**config.mk**
```make
export PLATFORM = sky130hd
export DESIGN_NAME = terminal_key_decoder_cursor
export DESIGN_NICKNAME = d
export VERILOG_FILES = /design/src/hdl/tkd_pkg.sv /design/src/hdl/terminal_key_decoder_cursor.sv /design/src/hdl/tkd_front.sv /design/src/hdl/tkd_keyq.sv /design/src/hdl/tkd_back.sv
export SDC_FILE = /design/constraint.sdc
export NUM_CORES = 1
export LEC_CHECK = 0
export BUFFER_PORTS_ARGS = -buffer_cell sky130_fd_sc_hd__buf_2
export CAP_MARGIN = 20
export CORE_MARGIN = 1
export CORE_UTILIZATION = 50
export DETAILED_ROUTE_END_ITERATION = 7
export PLACE_DENSITY = 0.76
export SLEW_MARGIN = 40
export SYNTH_ARGS = -nofsm -noshare
export SYNTH_HDL_FRONTEND = slang
export SYNTH_SLANG_ARGS = --single-unit
```
**constraint.sdc**
```tcl
create_clock -name clk -period 10.9 [get_ports clk]
set_input_delay 2.18 -clock clk [delete_from_list [all_inputs] [get_ports clk]]
set_output_delay 2.18 -clock clk [all_outputs]
set_load 0.03 [all_outputs]
```
**src/hdl/tkd_pkg.sv**
```systemverilog
// types, constants and helpers shared by the key decoder and cursor blocks
package tkd_pkg;

  localparam int unsigned MAX_SCREEN  = 1023;
  localparam int unsigned SIZE_W      = 10;
  localparam int unsigned KEYQ_DEPTH  = 2;

  localparam logic [7:0] ESC_BYTE   = 8'h1b;
  localparam logic [7:0] CTRL_MASK  = 8'h1f;
  localparam logic [7:0] QUIT_BYTE  = 8'h71 & CTRL_MASK;
  localparam logic [7:0] TILDE_BYTE = 8'h7e;
  localparam logic [7:0] LBRK_BYTE  = 8'h5b;
  localparam logic [7:0] OH_BYTE    = 8'h4f;
  localparam logic [7:0] CH_A       = 8'h41;
  localparam logic [7:0] CH_B       = 8'h42;
  localparam logic [7:0] CH_C       = 8'h43;
  localparam logic [7:0] CH_D       = 8'h44;
  localparam logic [7:0] CH_F       = 8'h46;
  localparam logic [7:0] CH_H       = 8'h48;
  localparam logic [7:0] CH_0       = 8'h30;
  localparam logic [7:0] CH_1       = 8'h31;
  localparam logic [7:0] CH_3       = 8'h33;
  localparam logic [7:0] CH_4       = 8'h34;
  localparam logic [7:0] CH_5       = 8'h35;
  localparam logic [7:0] CH_6       = 8'h36;
  localparam logic [7:0] CH_7       = 8'h37;
  localparam logic [7:0] CH_8       = 8'h38;
  localparam logic [7:0] CH_9       = 8'h39;

  localparam logic       EV_BYTE    = 1'b0;
  localparam logic       EV_TIMEOUT = 1'b1;

  localparam logic       REG_ROWS   = 1'b0;
  localparam logic       REG_COLS   = 1'b1;

  localparam logic [SIZE_W-1:0] ROWS_RESET = 10'd24;
  localparam logic [SIZE_W-1:0] COLS_RESET = 10'd80;

  typedef enum logic [2:0] {
    PH_IDLE,
    PH_ESC,
    PH_BRACKET,
    PH_OH,
    PH_OTHER,
    PH_TILDE
  } phase_t;

  typedef enum logic [3:0] {
    K_PLAIN = 4'd0,
    K_LEFT  = 4'd1,
    K_RIGHT = 4'd2,
    K_UP    = 4'd3,
    K_DOWN  = 4'd4,
    K_DEL   = 4'd5,
    K_HOME  = 4'd6,
    K_END   = 4'd7,
    K_PGUP  = 4'd8,
    K_PGDN  = 4'd9,
    K_QUIT  = 4'd10
  } key_kind_t;

  typedef struct packed {
    key_kind_t  kind;
    logic [7:0] kbyte;
  } key_t;

  // highest usable coordinate for a size register
  function automatic logic [SIZE_W-1:0] limit_of(input logic [SIZE_W-1:0] size);
    logic [16:0] s;
    logic [16:0] lim;
    s = {7'd0, size};
    if (s == 17'd0) s = 17'd1;
    if (s > 17'(MAX_SCREEN)) s = 17'(MAX_SCREEN);
    lim = s - 17'd1;
    return lim[SIZE_W-1:0];
  endfunction

endpackage

```
**src/hdl/terminal_key_decoder_cursor.sv**
```systemverilog
// top level: vt100 key decoder feeding a clamped cursor
//
//  channel  | handshake            | payload
//  ---------+----------------------+------------------------------------------------
//  input    | push / full          | in_event_kind, in_rx_byte
//  result   | pop / empty          | out_key_kind, out_key_byte, out_cursor_col/row
//  config   | cfg_we (no wait)     | cfg_index, cfg_data
//
// one item per cycle when the result side keeps popping; a key enters the key queue at
// the accepting edge and moves into the result register once that is empty or popped
// the two-entry key queue lets the decoder keep taking items while a result waits
// full rises only once the key queue holds two keys; items that make no key still
// need a free slot to be taken
// synchronous active-low reset: decoder idle, cursor at 0,0, rows 24, cols 80
module terminal_key_decoder_cursor (
  input  logic       clk,
  input  logic       rst_n,
  input  logic       push,
  output logic       full,
  input  logic       in_event_kind,
  input  logic [7:0] in_rx_byte,
  output logic       empty,
  input  logic       pop,
  output logic [3:0] out_key_kind,
  output logic [7:0] out_key_byte,
  output logic [9:0] out_cursor_col,
  output logic [9:0] out_cursor_row,
  input  logic       cfg_we,
  input  logic       cfg_index,
  input  logic [9:0] cfg_data
);
  import tkd_pkg::*;

  logic acc;
  logic key_push;
  key_t dec_key;
  key_t q_key;
  logic q_full, q_empty;
  logic key_take;
  logic res_valid;

  assign acc   = push && !q_full;
  assign full  = q_full;
  assign empty = !res_valid;

  tkd_front u_front (
    .clk        (clk),
    .rst_n      (rst_n),
    .acc        (acc),
    .event_kind (in_event_kind),
    .rx_byte    (in_rx_byte),
    .key_push   (key_push),
    .key        (dec_key)
  );

  tkd_keyq u_keyq (
    .clk     (clk),
    .rst_n   (rst_n),
    .wr_en   (key_push),
    .wr_key  (dec_key),
    .rd_en   (key_take),
    .rd_key  (q_key),
    .q_full  (q_full),
    .q_empty (q_empty)
  );

  tkd_back u_back (
    .clk       (clk),
    .rst_n     (rst_n),
    .cfg_we    (cfg_we),
    .cfg_index (cfg_index),
    .cfg_data  (cfg_data),
    .key_valid (!q_empty),
    .key       (q_key),
    .key_take  (key_take),
    .res_pop   (pop),
    .res_valid (res_valid),
    .res_kind  (out_key_kind),
    .res_byte  (out_key_byte),
    .res_col   (out_cursor_col),
    .res_row   (out_cursor_row)
  );

endmodule

```
**src/hdl/tkd_front.sv**
```systemverilog
// escape sequence decoder: turns accepted bytes and timeouts into keys
module tkd_front (
  input  logic          clk,
  input  logic          rst_n,
  input  logic          acc,
  input  logic          event_kind,
  input  logic [7:0]    rx_byte,
  output logic          key_push,
  output tkd_pkg::key_t key
);
  import tkd_pkg::*;

  phase_t     phase_r, phase_nxt;
  logic [7:0] held_r, held_nxt;
  logic       emit;
  key_kind_t  kind;
  logic [7:0] plain;
  logic       is_digit;

  always_ff @(posedge clk) begin
    if (!rst_n) begin
      phase_r <= PH_IDLE;
      held_r  <= 8'd0;
    end else begin
      phase_r <= phase_nxt;
      held_r  <= held_nxt;
    end
  end

  assign is_digit = (rx_byte >= CH_0) && (rx_byte <= CH_9);

  always_comb begin
    phase_nxt = phase_r;
    held_nxt  = held_r;
    emit      = 1'b0;
    kind      = K_PLAIN;
    plain     = ESC_BYTE;
    if (acc) begin
      if (event_kind == EV_TIMEOUT) begin
        if (phase_r != PH_IDLE) begin
          phase_nxt = PH_IDLE;
          emit      = 1'b1;
        end
      end else begin
        unique case (phase_r)
          PH_IDLE: begin
            if (rx_byte == ESC_BYTE) begin
              phase_nxt = PH_ESC;
            end else begin
              emit = 1'b1;
              if (rx_byte == QUIT_BYTE) kind = K_QUIT;
              else plain = rx_byte;
            end
          end
          PH_ESC: begin
            if (rx_byte == LBRK_BYTE) phase_nxt = PH_BRACKET;
            else if (rx_byte == OH_BYTE) phase_nxt = PH_OH;
            else phase_nxt = PH_OTHER;
          end
          PH_BRACKET: begin
            if (is_digit) begin
              held_nxt  = rx_byte;
              phase_nxt = PH_TILDE;
            end else begin
              phase_nxt = PH_IDLE;
              emit      = 1'b1;
              unique case (rx_byte)
                CH_A:    kind = K_UP;
                CH_B:    kind = K_DOWN;
                CH_C:    kind = K_RIGHT;
                CH_D:    kind = K_LEFT;
                CH_H:    kind = K_HOME;
                CH_F:    kind = K_END;
                default: kind = K_PLAIN;
              endcase
            end
          end
          PH_OH: begin
            phase_nxt = PH_IDLE;
            emit      = 1'b1;
            unique case (rx_byte)
              CH_H:    kind = K_HOME;
              CH_F:    kind = K_END;
              default: kind = K_PLAIN;
            endcase
          end
          PH_TILDE: begin
            phase_nxt = PH_IDLE;
            emit      = 1'b1;
            if (rx_byte == TILDE_BYTE) begin
              unique case (held_r)
                CH_1, CH_7: kind = K_HOME;
                CH_4, CH_8: kind = K_END;
                CH_3:       kind = K_DEL;
                CH_5:       kind = K_PGUP;
                CH_6:       kind = K_PGDN;
                default:    kind = K_PLAIN;
              endcase
            end
          end
          default: begin
            phase_nxt = PH_IDLE;
            emit      = 1'b1;
          end
        endcase
      end
    end
  end

  assign key_push  = emit;
  assign key.kind  = kind;
  assign key.kbyte = (kind == K_PLAIN) ? plain : 8'd0;

  a_timeout_idle: assert property (@(posedge clk) disable iff (!rst_n)
    acc && event_kind == EV_TIMEOUT |=> phase_r == PH_IDLE)
    else $error("decoder not idle after timeout");

  a_esc_opens: assert property (@(posedge clk) disable iff (!rst_n)
    acc && event_kind == EV_BYTE && phase_r == PH_IDLE && rx_byte == ESC_BYTE
      |-> !key_push)
    else $error("escape byte emitted a key");

  a_seq_end_emits: assert property (@(posedge clk) disable iff (!rst_n)
    acc && phase_r != PH_IDLE && phase_nxt == PH_IDLE |-> key_push)
    else $error("sequence closed without a key");

endmodule

```
**src/hdl/tkd_keyq.sv**
```systemverilog
// short key queue between decoder and cursor stage
module tkd_keyq (
  input  logic          clk,
  input  logic          rst_n,
  input  logic          wr_en,
  input  tkd_pkg::key_t wr_key,
  input  logic          rd_en,
  output tkd_pkg::key_t rd_key,
  output logic          q_full,
  output logic          q_empty
);
  import tkd_pkg::*;

  localparam int unsigned PTR_W = (KEYQ_DEPTH > 1) ? $clog2(KEYQ_DEPTH) : 1;
  localparam int unsigned CNT_W = $clog2(KEYQ_DEPTH + 1);

  key_t             slot_r [KEYQ_DEPTH];
  logic [PTR_W-1:0] wr_ptr_r, wr_ptr_nxt;
  logic [PTR_W-1:0] rd_ptr_r, rd_ptr_nxt;
  logic [CNT_W-1:0] cnt_r, cnt_nxt;

  function automatic logic [PTR_W-1:0] ptr_inc(input logic [PTR_W-1:0] p);
    logic [PTR_W-1:0] r;
    r = (p == PTR_W'(KEYQ_DEPTH - 1)) ? '0 : p + PTR_W'(1);
    return r;
  endfunction

  assign q_full  = (cnt_r == CNT_W'(KEYQ_DEPTH));
  assign q_empty = (cnt_r == '0);
  assign rd_key  = slot_r[rd_ptr_r];

  always_comb begin
    wr_ptr_nxt = wr_en ? ptr_inc(wr_ptr_r) : wr_ptr_r;
    rd_ptr_nxt = rd_en ? ptr_inc(rd_ptr_r) : rd_ptr_r;
    cnt_nxt    = cnt_r;
    if (wr_en && !rd_en) cnt_nxt = cnt_r + CNT_W'(1);
    else if (!wr_en && rd_en) cnt_nxt = cnt_r - CNT_W'(1);
  end

  always_ff @(posedge clk) begin
    if (!rst_n) begin
      wr_ptr_r <= '0;
      rd_ptr_r <= '0;
      cnt_r    <= '0;
    end else begin
      wr_ptr_r <= wr_ptr_nxt;
      rd_ptr_r <= rd_ptr_nxt;
      cnt_r    <= cnt_nxt;
    end
  end

  always_ff @(posedge clk) begin
    if (wr_en) slot_r[wr_ptr_r] <= wr_key;
  end

  a_no_overflow: assert property (@(posedge clk) disable iff (!rst_n)
    q_full |-> !wr_en)
    else $error("key queue overflow");

  a_no_underflow: assert property (@(posedge clk) disable iff (!rst_n)
    q_empty |-> !rd_en)
    else $error("key queue underflow");

  a_cnt_range: assert property (@(posedge clk) disable iff (!rst_n)
    cnt_r <= CNT_W'(KEYQ_DEPTH))
    else $error("key queue count out of range");

endmodule

```
**src/hdl/tkd_back.sv**
```systemverilog
// cursor stage: size registers, clamped cursor and result register
module tkd_back (
  input  logic          clk,
  input  logic          rst_n,
  input  logic          cfg_we,
  input  logic          cfg_index,
  input  logic [9:0]    cfg_data,
  input  logic          key_valid,
  input  tkd_pkg::key_t key,
  output logic          key_take,
  input  logic          res_pop,
  output logic          res_valid,
  output logic [3:0]    res_kind,
  output logic [7:0]    res_byte,
  output logic [9:0]    res_col,
  output logic [9:0]    res_row
);
  import tkd_pkg::*;

  logic [SIZE_W-1:0] rows_r, cols_r;
  logic [SIZE_W-1:0] col_r, col_nxt;
  logic [SIZE_W-1:0] row_r, row_nxt;
  logic [SIZE_W-1:0] col_lim, row_lim;
  logic              valid_r;
  key_t              key_r;
  logic [SIZE_W-1:0] ocol_r, orow_r;

  always_ff @(posedge clk) begin
    if (!rst_n) begin
      rows_r <= ROWS_RESET;
      cols_r <= COLS_RESET;
    end else if (cfg_we) begin
      if (cfg_index == REG_ROWS) rows_r <= cfg_data;
      else cols_r <= cfg_data;
    end
  end

  assign col_lim  = limit_of(cols_r);
  assign row_lim  = limit_of(rows_r);
  assign key_take = key_valid && (!valid_r || res_pop);

  always_comb begin
    col_nxt = col_r;
    row_nxt = row_r;
    case (key.kind)
      K_LEFT: begin
        col_nxt = (col_r != '0) ? col_r - SIZE_W'(1) : col_r;
        if (col_nxt > col_lim) col_nxt = col_lim;
      end
      K_RIGHT: col_nxt = (col_r >= col_lim) ? col_lim : col_r + SIZE_W'(1);
      K_UP: begin
        row_nxt = (row_r != '0) ? row_r - SIZE_W'(1) : row_r;
        if (row_nxt > row_lim) row_nxt = row_lim;
      end
      K_DOWN:  row_nxt = (row_r >= row_lim) ? row_lim : row_r + SIZE_W'(1);
      K_HOME:  col_nxt = '0;
      K_END:   col_nxt = col_lim;
      K_PGUP:  row_nxt = '0;
      K_PGDN:  row_nxt = row_lim;
      default: ;
    endcase
  end

  always_ff @(posedge clk) begin
    if (!rst_n) begin
      col_r   <= '0;
      row_r   <= '0;
      valid_r <= 1'b0;
    end else begin
      if (key_take) begin
        col_r   <= col_nxt;
        row_r   <= row_nxt;
        valid_r <= 1'b1;
      end else if (res_pop) begin
        valid_r <= 1'b0;
      end
    end
  end

  always_ff @(posedge clk) begin
    if (key_take) begin
      key_r  <= key;
      ocol_r <= col_nxt;
      orow_r <= row_nxt;
    end
  end

  assign res_valid = valid_r;
  assign res_kind  = key_r.kind;
  assign res_byte  = key_r.kbyte;
  assign res_col   = ocol_r;
  assign res_row   = orow_r;

  a_take_shows: assert property (@(posedge clk) disable iff (!rst_n)
    key_take |=> valid_r && ocol_r == col_r && orow_r == row_r)
    else $error("result does not match cursor");

  a_home_col: assert property (@(posedge clk) disable iff (!rst_n)
    key_take && key.kind == K_HOME |=> col_r == '0)
    else $error("home did not clear column");

  a_end_col: assert property (@(posedge clk) disable iff (!rst_n)
    key_take && key.kind == K_END |=> col_r == $past(col_lim))
    else $error("end did not reach last column");

  a_no_take_blocked: assert property (@(posedge clk) disable iff (!rst_n)
    valid_r && !res_pop |-> !key_take)
    else $error("result overwritten while waiting");

endmodule

```
* Yosys cells after proc, flatten, opt, wreduce, memory -nomap -nowiden *
Memory sizes are Yosys's and may differ from the RTL's. A register that Yosys moved wholly into a read port is not among the register bits.
Cells that the tools add are included.

storage, ports and cells
  memory bits (writable) = 24
  memories = 1
  logic and storage cells = 146
  bits in registers = 88

memory list
  memory         words  bits a word  rd ports  clocked after memory_dff  wr ports  RTL line        RTL
  u_keyq.slot_r  2      12           1         1                         1         tkd_keyq.sv:17  key_t slot_r [KEYQ_DEPTH];

operators by class
  multiplexer cells = 51
  bitwise operators = 2
  magnitude comparators = 8
  reductions and logical operators = 27
  $add $sub $neg = 10
  equal/unequal tests = 33

operators with widths
  operator                 number
  $mux W10                 10
  $pmux W10 S4             2
  $eq A8 B7 Y1 const B     9
  $eq A8 B6 Y1 const B     7
  $mux W8                  6
  $sub A10 B1 Y10 const B  4
  $mux W4                  6
  $add A10 B1 Y10 const B  2
  $ge A10 B10 Y1           2
  $gt A10 B10 Y1           2
  $gt A10 B10 Y1 const B   2
  $logic_not A10 Y1        2
  $pmux W4 S5              1
  $reduce_bool A10 Y1      2
  $mux W3                  6
  $pmux W3 S6              1
  $eq A8 B5 Y1 const B     2
  $pmux W4 S4              1
  $mux W1                  13
  $eq A4 B3 Y1 const B     3
  $pmux W3 S3              1
  $eq A4 B2 Y1 const B     2
  $eq A4 B4 Y1 const B     2
  $ge A8 B6 Y1 const B     1
  27 further kinds         42

* Depth between registers and ports, before layout *
Gate-level depths: netlist (run 1).

  depth in word-level cells = 10
  mapped depth = 20

* Modules after synthesis *
A second synthesis (run 1) with hierarchy kept.

second synthesis, totals
  cell total of the unflattened synthesis = 869
  area total of the unflattened synthesis = 7866.3 µm²

modules (own cells, without submodules)
  module                       instances  area an instance (µm²)  cells an instance  sequential area each (µm²)
  tkd_back                     1          5652.9                  657                1781.7
  tkd_front                    1          1112.3                  150                220.2
  tkd_keyq                     1          1079.8                  59                 820.8
  terminal_key_decoder_cursor  1          21.3                    3                  0.0

* Least setup slack after synthesis (run 1) *
Ideal clock, no wire load.

  path kind = in2reg
  start point = input in_rx_byte[1]
  end point = memory u_keyq.slot_r[0][0] (netlist bit) (enable)
  data required time = 10.517 ns
  slack = 6.524 ns
  stages = 8
  buffers on the path = 1
  arrival = 3.992 ns
  path through = clkbuf_1 nor2_1 nor2b_1 nor3_1 nor2_1 nor3_1 a211oi_1 nor2b_1

on the way
  longest elaborated chain between the ends = 8
  elaborated cells between the ends (all ways) = 11
  classes of those cells = order compare (2); eq/ne (1); mux (7); reduce/logical (1)

ends and longest elaborated chain
  what                                                 RTL line                           RTL
  start, declared                                      terminal_key_decoder_cursor.sv:21  input logic [7:0] in_rx_byte,
  $ge A8 B6 Y1 / $le A8 B6 Y1 (equally long branches)  tkd_front.sv:30                    assign is_digit = (rx_byte >= CH_0) && (rx_byte <= CH_9);
  $logic_and A1 B1 Y1                                  tkd_front.sv:30
  $mux W1                                              tkd_front.sv:61                    if (is_digit) begin
  $pmux W1 S3 *                                        tkd_front.sv:45                    unique case (phase_r)
  $mux W1 *                                            tkd_front.sv:39                    if (event_kind == EV_TIMEOUT) begin
  $mux W1 *                                            tkd_front.sv:38                    if (acc) begin
  named net key_push                                   terminal_key_decoder_cursor.sv:35  logic key_push;
  $mux W1 *                                            tkd_keyq.sv:53                     if (wr_en) slot_r[wr_ptr_r] <= wr_key;
  $mux W1 (implied by the code) *                      tkd_keyq.sv:53
  end, declared                                        tkd_keyq.sv:17

The timed path passes the listed nets; every way through them passes the cells marked *.

* Worst setup path in the final report (run 1) *
  start point = register u_back.cols_r[5]
  end point = register u_back.ocol_r[1], in the netlist u_back.res_col[1], data pin

on the way
  longest elaborated chain between the ends = 8
  elaborated cells between the ends (all ways) = 10
  classes of those cells = add/sub (1); order compare (3); mux (5); reduce/logical (1)

ends and longest elaborated chain
  what                                                     RTL line                        RTL
  start, declared                                          tkd_back.sv:20                  logic [SIZE_W-1:0] rows_r, cols_r;
  start signal, assigned                                   tkd_back.sv:34                  else cols_r <= cfg_data;
  $logic_not A10 Y1                                        tkd_pkg.sv:72                   if (s == 17'd0) s = 17'd1;
  $mux W10 *                                               tkd_pkg.sv:72
  $gt A10 B10 Y1                                           tkd_pkg.sv:73                   if (s > 17'(MAX_SCREEN)) s = 17'(MAX_SCREEN);
  $mux W10 *                                               tkd_pkg.sv:73
  $sub A10 B1 Y10 *                                        tkd_pkg.sv:74                   lim = s - 17'd1;
  $ge A10 B10 Y1 / $gt A10 B10 Y1 (equally long branches)  tkd_back.sv:50, tkd_back.sv:48
  $mux W10, on equally long branches                       tkd_back.sv:50, tkd_back.sv:48
  $pmux W10 S4 *                                           tkd_back.sv:45                  case (key.kind)
  named net u_back.col_nxt[1]                              tkd_back.sv:21                  logic [SIZE_W-1:0] col_r, col_nxt;
  end signal, assigned                                     tkd_back.sv:83                  ocol_r <= col_nxt;
  end, declared                                            tkd_back.sv:26                  logic [SIZE_W-1:0] ocol_r, orow_r;

Marked as above.
A chain may end at the register's enable or synchronous reset.

==> results of run 1 <==
==> Yosys cell counts, drive strengths merged, types with 18 or more instances <==
cell    count  area [um2]
a21boi     26         195
a21oi      44         231
a31oi      26         163
clkbuf     43         161
dfxtp      57        1140
edfxtp     56        1680
ha         40         500
inv        26        97.6
nand2      93         349
nand3      41         205
nor2       75         282
nor3       34         180
o21ai      47         235
xnor2      26         235
xor2       18         158
==> worst paths after layout <==
path | startpoint | to | slack (ns) | cells past startpoint
max | u_back.cols_r[5] | u_back.res_col[1] | 6.25 | 16
min | u_front.held_r[4] | u_front.held_r[4] | 0.46 | 2
max reg2reg | u_back.cols_r[5] | u_back.res_col[1] | 6.25 | 16
min reg2reg | u_front.held_r[4] | u_front.held_r[4] | 0.46 | 2
==> power breakdown <==
group / switching (mW) / leakage [nW] / total, mW / internal (mW)
registers: 0.0866 / 0.990 / 0.655 / 0.569
logic: 0.825 / 1.96 / 1.32 / 0.491
clock network: 0.214 / 0.259 / 0.530 / 0.315
==> layout make-up <==
cell class,instances,share of cell area [%]
Inverter,27,1.20
Clock inverter,14,1.56
Timing Repair Buffer,63,3.92
Multi-Input combinational cell,668,52.0
Clock buffer,18,5.09
Tap cell,184,2.73
Sequential cell,113,33.5
==> critical path, stage by stage (launching register included) <==
cell                       delay [ns]
sky130_fd_sc_hd__dfxtp_1         0.35
sky130_fd_sc_hd__nor3_1          0.26
sky130_fd_sc_hd__nand2b_1        0.15
sky130_fd_sc_hd__nor4b_1         0.39
sky130_fd_sc_hd__nor2_1          0.16
sky130_fd_sc_hd__ha_1            0.27
sky130_fd_sc_hd__xor2_1          0.24
sky130_fd_sc_hd__inv_1           0.12
sky130_fd_sc_hd__ha_1            0.30
sky130_fd_sc_hd__a211o_1         0.29
sky130_fd_sc_hd__a31oi_1         0.15
sky130_fd_sc_hd__o41ai_1         0.11
sky130_fd_sc_hd__maj3_1          0.37
sky130_fd_sc_hd__a21oi_2         0.47
sky130_fd_sc_hd__o21ai_0         0.32
sky130_fd_sc_hd__a32oi_1         0.32
sky130_fd_sc_hd__a31oi_1         0.12
==> per-layer routing <==
metal  vias up  track usage, %  share of wire [%]
li1       3232               -                  -
met1      3056            30.8                 44
met2       190            39.4                 47
met3        55            5.63                5.3
met4         0            10.5                2.9
met5         -               0                  0
==> placed cells by master (no fill, tap or decap), types with 10 or more instances in the layout <==
cell	instances
sky130_fd_sc_hd__nand3_1	41
sky130_fd_sc_hd__nand2_1	93
sky130_fd_sc_hd__or3_1	10
sky130_fd_sc_hd__and2_1	10
sky130_fd_sc_hd__inv_1	26
sky130_fd_sc_hd__ha_1	40
sky130_fd_sc_hd__nor3_1	31
sky130_fd_sc_hd__nor2_1	75
sky130_fd_sc_hd__a21boi_0	25
sky130_fd_sc_hd__a21oi_1	41
sky130_fd_sc_hd__o21ai_0	43
sky130_fd_sc_hd__buf_2	57
sky130_fd_sc_hd__o21a_1	10
sky130_fd_sc_hd__a31oi_1	26
sky130_fd_sc_hd__nor2b_1	10
sky130_fd_sc_hd__xor2_1	18
sky130_fd_sc_hd__edfxtp_1	56
sky130_fd_sc_hd__clkbuf_16	17
sky130_fd_sc_hd__nand2b_1	15
sky130_fd_sc_hd__and3_1	12
sky130_fd_sc_hd__dfxtp_1	57
sky130_fd_sc_hd__xnor2_1	25
sky130_fd_sc_hd__mux2i_1	11
==> sequential cells by signal, indices dropped and copies added, names as in the netlist, 10 cells and up, named ones only <==
signal,flops
u_back.res_row,10
u_back.cols_r,10
u_keyq.slot_r,24
u_back.col_r,10
u_back.res_col,10
u_back.row_r,10
u_back.rows_r,10
==> kinds of logic (layout without fill, tap and decap cells) <==
logic type | after synthesis | in the layout | synth area share (%)
AOI/OAI and AO/OA | 225 | 225 | 20.6
xor gates and xnor gates | 45 | 45 | 5.54
adders and majority gates | 42 | 42 | 6.96
buffers and inverters | 80 | 122 | 4.30
DFF | 113 | 113 | 37.6
muxes | 20 | 20 | 2.82
and+or+nand+nor | 336 | 336 | 22.1
==> per-stage QoR <==
stage	setup slack (ns)	cell area [um2]	power, mW	util [%]	hold slack (ns)
2_1_floorplan	6.52	7500	1.67	-	0.433
3_3_place_gp	6.11	7840	1.93	53.7	0.451
3_5_place_dp	6.01	7860	1.95	53.9	0.453
4_1_cts	6.00	8420	2.49	57.7	0.462
5_1_grt	5.94	8430	2.65	57.8	0.487
6_report	6.25	8430	2.50	57.8	0.461
==> impl_metrics.toml, run 1 <==
[die]
initial_cell_density_of_the_core_pct = 51.4
floorplan.die.width_um = 124
placement_rows = 44
ios = 59
core_region_area_um2 = 14600
fp.dieArea_um2 = 15500
dieHeight_um = 124

[final_layout]
share_of_post_route_cells_with_drive_strength_above_1_pct = 13.8
final-seq-area_um2 = 2820
multi_input_comb_area_um2 = 4380
fillers = 1263
instances_no_fill = 1087
diodes_inserted = 0
layout.nets = 955
syn2layout_area_growth_pct = 12.3

[yosys]
synth-seq-area-share_pct = 37.6
async_flop_share_pct = 0
netlist_instances = 861
netlist-cell-type-count = 81
syn-num-nets = 926
synth_enable_flop_cells = 56
synth_area_um2 = 7500
avgSynthCellArea_um2 = 8.71
synth-main-ff-cell = "sky130_fd_sc_hd__dfxtp_1"
yosysWarningCount = 0
synth-seq-cells = 113

[cts]
clock-root-buffer = "sky130_fd_sc_hd__clkbuf_16"
cts_sinks = 113
clock_slew_at_reported_path_ffs_ns = 0.06
cts_htree_levels = 4
longest_clk_path_bufs = 2
clock_tree_from_tritoncts = "built"
post_cts_setup_driven_buffer_insertion_count = 0
insertion_delay_ns = 0.42
cts_made_buffers = 17
cts_repair_resize_count = 0
holdBufCountCts = 0

[routing]
drtAntennaViolNets = 0
drt_pass1_iterations = 5
vias_per_cell = 6.01
via_count = 6533
totalWireLength_mm = 18.6
residual_drc = 0
detail_route.wl_per_cell_um = 17.1
drt_first_iter_violations = 525

[grt]
grt_pass1_vias = 6048
initial_antenna_violation_count = 0
grt_overflow_total = 0
largest_net_degree_at_the_start_of_global_routing = 58
global_route.usage.total_pct = 24.3
grt_pass1_wl_mm = 30.1

[pwr]
leakage_nw = 3.21
power_density_nw_per_um2 = 297
ir_worst_vdd_v = 0.000155

[timing]
final_max_slew_viols = 0
grt_setup_unrepaired = "false"
tns_ns = 0
setup_viol_count_final = 0
timing_worst_slew_pin_value_ns = 0.836
hold_viol_final = 0
min_period_ns = 4.65
fmax_ghz = 0.215
period_share_pct = 42.6
fin_skew_ns = 0.00466
worst_slew_margin_rel_pct = 43.8

[worst_setup_path]
arrival_ns = 4.81
crit_path_max_fanout = 12
worst-setup-path-type = "reg2reg"
critPathCaptureType = "flip-flop"
worstSetupStartpointType = "flip-flop"
required_time_of_the_critical_path_ns = 11.06

[placed_design]
placed_cells_incl_taps = 1055
dp_hpwl_mm = 13.2
placement.io_buffers = 58
routabilityCongestion = 0.928

[outcome]
outcome = "finished clean"

[flow_run]
max-cap-violations = 0

[worst_hold_path]
timing.hold.worst.class = "reg2reg"
Note: power is estimated with default switching activity, not from simulation.
==> inputs of run 2 (changes only) <==
- PLACE_DENSITY: 0.76 -> 0.79
- clock period: 10.9 -> 4 ns (I/O delays scaled with it)
==> impl_metrics.toml, run 2 (same netlist as run 1, synthesis figures left out) <==
[outcome]
outcome = "finished clean"

[cts]
clock_tree_from_tritoncts = "built"
insertion_delay_ns = 0.41
cts_htree_levels = 4
cts_made_buffers = 17
cts_sinks = 113
longest_clk_path_bufs = 2
clock_slew_at_reported_path_ffs_ns = 0.05
clock-root-buffer = "sky130_fd_sc_hd__clkbuf_16"

[routing]
totalWireLength_mm = 21.0
drt_first_iter_violations = 635
detail_route.wl_per_cell_um = 17.9
via_count = 7114
residual_drc = 0
drtAntennaViolNets = 0
vias_per_cell = 6.04
drt_pass1_iterations = 5

[placed_design]
routabilityCongestion = 0.959
dp_hpwl_mm = 14.3
placement.cell_area_um2 = 8400
placement.io_buffers = 58
placed_cells_incl_taps = 1128

[grt]
initial_antenna_violation_count = 0
global_route.usage.total_pct = 26.2
grt_pass1_vias = 6568
grt_pass1_wl_mm = 32.6
largest_net_degree_at_the_start_of_global_routing = 58
grt_overflow_total = 0

[final_layout]
instances_no_fill = 1178
postLayoutCellArea_um2 = 9510
layout.nets = 1046
diodes_inserted = 0
multi_input_comb_area_um2 = 4670
final_common_cell = "sky130_fd_sc_hd__buf_4"
fillers = 1122
largest_register_ff_count = 24
layout.cells.most_common_list = "93 x sky130_fd_sc_hd__buf_4, 92 x sky130_fd_sc_hd__nand2_1, 72 x sky130_fd_sc_hd__nor2_1"
final-seq-area_um2 = 2830
syn2layout_area_growth_pct = 26.7
most_flop_heavy_register = "u_keyq.slot_r"
share_of_post_route_cells_with_drive_strength_above_1_pct = 26.1

[worst_setup_path]
crit_slowest_cell = "sky130_fd_sc_hd__or4_4"
worst_r2r_startpoint = "u_back.row_r[3]"
arrival_ns = 4.13
worstSetupStartpointType = "flip-flop"
critical_path.top_delay_family = "compound AO/OA/AOI/OAI gates"
critPathCaptureType = "flip-flop"
timing.critical_path.from = "u_back.row_r[3]"
crit_path_max_fanout = 8
worstPathCellList = "or4_4 -> or2_4 -> nor3_4 -> mux2i_1 -> inv_1 -> ha_4 -> a31o_4 -> a21oi_2 -> o21ai_1 -> maj3_2 -> a21oi_4 -> nor2_1 -> a21oi_1 -> o2111ai_1 -> o21a_1"
worst-setup-path-type = "reg2reg"
worst-path-buf-inv = 1
cpPeakStageDelay_ns = 0.54
required_time_of_the_critical_path_ns = 4.17

[timing]
grt_setup_unrepaired = "true"
fmax_ghz = 0.253
final_max_slew_viols = 0
fin_skew_ns = 0.0102
timing_worst_slew_pin_value_ns = 0.746
setup_viol_count_final = 0
tns_ns = 0
worst_slew_margin_rel_pct = 49.9
hold_viol_final = 0
final.hold.worst_slack_ns = 0.459
period_share_pct = 99.0
min_period_ns = 3.96

[die]
core_region_area_um2 = 14600
floorplan.die.width_um = 124
dieHeight_um = 124
placement_rows = 44
initial_cell_density_of_the_core_pct = 51.4
fp.dieArea_um2 = 15500
ios = 59

[worst_hold_path]
timing.hold.worst.class = "reg2reg"
worstHoldStart = "u_front.held_r[4]"

[pwr]
power_density_nw_per_um2 = 895
ir_worst_vdd_v = 0.000559
fin_total_pwr_mw = 8.51
leakage_nw = 3.78

[flow_run]
max-cap-violations = 0
[run 2: worst register-to-register path: cells and delay by family, from the launching register on]
| kind | cells | cell delay [ns] |
|---|---|---|
| adders and majority gates | 2 | 0.59 |
| AOI/OAI and AO/OA | 7 | 1.34 |
| muxes | 1 | 0.25 |
| and+or+nand+nor | 4 | 1.06 |
| buffers and inverters | 1 | 0.12 |
| DFF | 1 | 0.34 |
[run 2: repair_timing]
| item | in CTS | in global routing |
|---|---|---|
| resized for setup | 2 | 61 |
| hold buffers | 0 | 0 |
| cloned | 0 | 1 |
| pin swaps | 0 | 43 |
| setup buffers | 0 | 17 |
| setup endpoints to repair | 9 | 37 |
[run 2: through the flow]
stage               utilization, %  setup WS (ns)
finish                        65.2         0.0409
global placement              57.6         0.0591
floorplan                        -        0.00764
global route                  65.2        -0.0956
CTS                           62.2         0.0232
detailed placement            57.6       -0.00582
[run 2: final timing paths]
| kind | endpoint | slack [ns] | depth (start not counted) |
|---|---|---|---|
| setup / recovery | u_back.res_row[8] | 0.04 | 15 |
| setup reg to reg | u_back.res_row[8] | 0.04 | 15 |
| hold reg to reg | u_front.held_r[4] | 0.46 | 2 |
| hold / removal | u_front.held_r[4] | 0.46 | 2 |
[run 2: layout make-up]
class	count	area share (%)
multi-input combinational	669	49.2
inverter	27	1.07
timing repair buffer	153	10.7
tap	184	2.42
clock buffer	20	4.70
sequential	113	29.7
clock inverter	12	2.22
[run 2: power breakdown]
part | switching [mW] | internal [mW]
Sequential | 0.148 | 1.55
Combinational | 2.83 | 2.29
Clock | 0.514 | 1.18
Total | 3.50 | 5.02
[run 2: layer usage]
metal	wire, um	vias up	global-route usage, %
met1	8840	3314	33.1
li1	-	3403	-
met5	0	-	0
met3	1560	65	5.71
met4	703	0	11.7
met2	9940	332	42.8
==> inputs of run 3 (changes only) <==
- HOLD_SLACK_MARGIN: unset -> 0.05
- RECOVER_POWER: unset -> 100
==> impl_metrics.toml, run 3 (same netlist as run 1, synthesis figures left out) <==
[outcome]
outcome = "finished with violations"
violations = "capacitance limit, slew limit"

[placed_design]
placement.io_buffers = 58
placed_cells_incl_taps = 1128
routabilityCongestion = 0.959
dp_hpwl_mm = 14.3
placement.cell_area_um2 = 8400
placement.setup.worst_slack_ns = -0.00582

[worst_setup_path]
crit_slowest_cell = "sky130_fd_sc_hd__or4_4"
required_time_of_the_critical_path_ns = 4.16
worst-setup-path-type = "reg2reg"
cpPeakStageDelay_ns = 0.54
crit_path_max_fanout = 8
arrival_ns = 4.13
worstPathCellList = "or4_4 -> or2_4 -> nor3_4 -> mux2i_1 -> inv_1 -> ha_4 -> a31o_4 -> a21oi_2 -> o21ai_1 -> maj3_2 -> a21oi_4 -> nor2_1 -> a21oi_1 -> o2111ai_1 -> o21a_1"
critPathCaptureType = "flip-flop"
worstSetupStartpointType = "flip-flop"

[timing]
fmax_ghz = 0.252
final_max_slew_viols = 93
setup_viol_count_final = 0
hold_viol_final = 0
grt_setup_unrepaired = "true"
setup_ws_ns = 0.0292
worst_slew_margin_rel_pct = -53.0
timing_worst_slew_pin_value_ns = 2.30
period_share_pct = 99.3
tns_ns = 0
final.hold.worst_slack_ns = 0.463
min_period_ns = 3.97
fin_skew_ns = 0.0110

[final_layout]
fillers = 1137
instances_no_fill = 1178
largest_register_ff_count = 24
syn2layout_area_growth_pct = 25.9
layout.cells.most_common_list = "92 x sky130_fd_sc_hd__nand2_1, 88 x sky130_fd_sc_hd__buf_4, 72 x sky130_fd_sc_hd__nor2_1"
final_common_cell = "sky130_fd_sc_hd__nand2_1"
layout.nets = 1046
diodes_inserted = 0
postLayoutCellArea_um2 = 9440
most_flop_heavy_register = "u_keyq.slot_r"
finish.utilization_pct = 64.7
share_of_post_route_cells_with_drive_strength_above_1_pct = 22.0

[die]
dieHeight_um = 124
initial_cell_density_of_the_core_pct = 51.4
placement_rows = 44
fp.dieArea_um2 = 15500
floorplan.die.width_um = 124
ios = 59
core_region_area_um2 = 14600

[flow_run]
max-cap-violations = 2

[cts]
clock_tree_from_tritoncts = "built"
longest_clk_path_bufs = 2
cts_made_buffers = 17
cts_htree_levels = 4
insertion_delay_ns = 0.41
clock-root-buffer = "sky130_fd_sc_hd__clkbuf_16"
cts_sinks = 113
clock_slew_at_reported_path_ffs_ns = 0.05

[pwr]
ir_worst_vdd_v = 0.000561
clockPowerShare_pct = 20.0
fin_total_pwr_mw = 8.47
power_density_nw_per_um2 = 897
switching_power_mw = 3.50
comb_power_share_pct = 59.8
seq_power_share_pct = 20.2
cell_internal_pwr_mw = 4.97
power.switching_fraction_pct = 41.4
leakage_nw = 3.66

[routing]
drtAntennaViolNets = 0
detail_route.wl_per_cell_um = 17.9
vias_per_cell = 6.11
totalWireLength_mm = 21.1
drt_first_iter_violations = 638
via_count = 7194
drt_pass1_iterations = 5
residual_drc = 0

[grt]
grt_overflow_total = 0
global_route.usage.total_pct = 26.2
grt_use_met1_pct = 33.1
busiest_layer = "met2"
grt_pass1_wl_mm = 32.6
global_route_met2_utilization_pct = 42.8
initial_antenna_violation_count = 0
grt_use_met3_pct = 5.71
grt_pass1_vias = 6568
largest_net_degree_at_the_start_of_global_routing = 58

[worst_hold_path]
timing.hold.worst.class = "reg2reg"
[run 3: changes by cell type in the layout (fill, tap and decap cells not counted), sizes merged]
cell / change
clkbuf: +40
buf: -40
[run 3: power groups by stage]
stage          Combinational, mW  Sequential (mW)  Clock (mW)
2_1_floorplan               2.57             2.00           0
5_1_grt                     5.46             1.74        1.76
3_3_place_gp                4.02             1.71           0
6_report                    5.07             1.72        1.69
4_1_cts                     4.12             1.70        1.71
3_5_place_dp                4.08             1.71           0
[run 3: cell type report]
| class | count | area, um2 | share of cell area (%) |
|---|---|---|---|
| Clock buffer | 20 | 447 | 4.73 |
| Timing Repair Buffer | 153 | 955 | 10.1 |
| Clock inverter | 12 | 211 | 2.24 |
| Sequential cell | 113 | 2830 | 29.9 |
| Inverter | 27 | 101 | 1.07 |
| Multi-Input combinational cell | 669 | 4670 | 49.5 |
| Tap cell | 184 | 230 | 2.44 |
[run 3: repair_timing]
action,4_1_cts,5_1_grt
endpoints found under the setup margin,9,37
setup buffers,0,17
hold buffers,0,0
pin swaps,0,43
cloned,0,1
endpoints found under the hold margin,0,0
gates resized for setup,2,61
[run 3: layer usage]
layer / vias to the layer above / part of all wire (%)
met5: - / 0
met4: 0 / 3.6
met3: 73 / 7.8
met2: 352 / 47
met1: 3363 / 42
li1: 3406 / -
[run 3: critical path, delay by kind of cell (launching register included)]
family | cells | cell delay (ns)
AO/OA/AOI/OAI | 7 | 1.34
adder cells (fa/ha/maj) | 2 | 0.59
buffers and inverters | 1 | 0.12
flip-flops | 1 | 0.34
multiplexers | 1 | 0.25
AND/OR/NAND/NOR | 4 | 1.06
[run 3: path summary, 6_finish.rpt]
| path | startpoint | to | slack (ns) | cells after the start |
|---|---|---|---|---|
| setup / recovery | u_back.row_r[3] | u_back.res_row[8] | 0.03 | 15 |
| hold / removal | u_front.held_r[4] | u_front.held_r[4] | 0.46 | 2 |
| setup reg to reg | u_back.row_r[3] | u_back.res_row[8] | 0.03 | 15 |
| hold reg to reg | u_front.held_r[4] | u_front.held_r[4] | 0.46 | 2 |
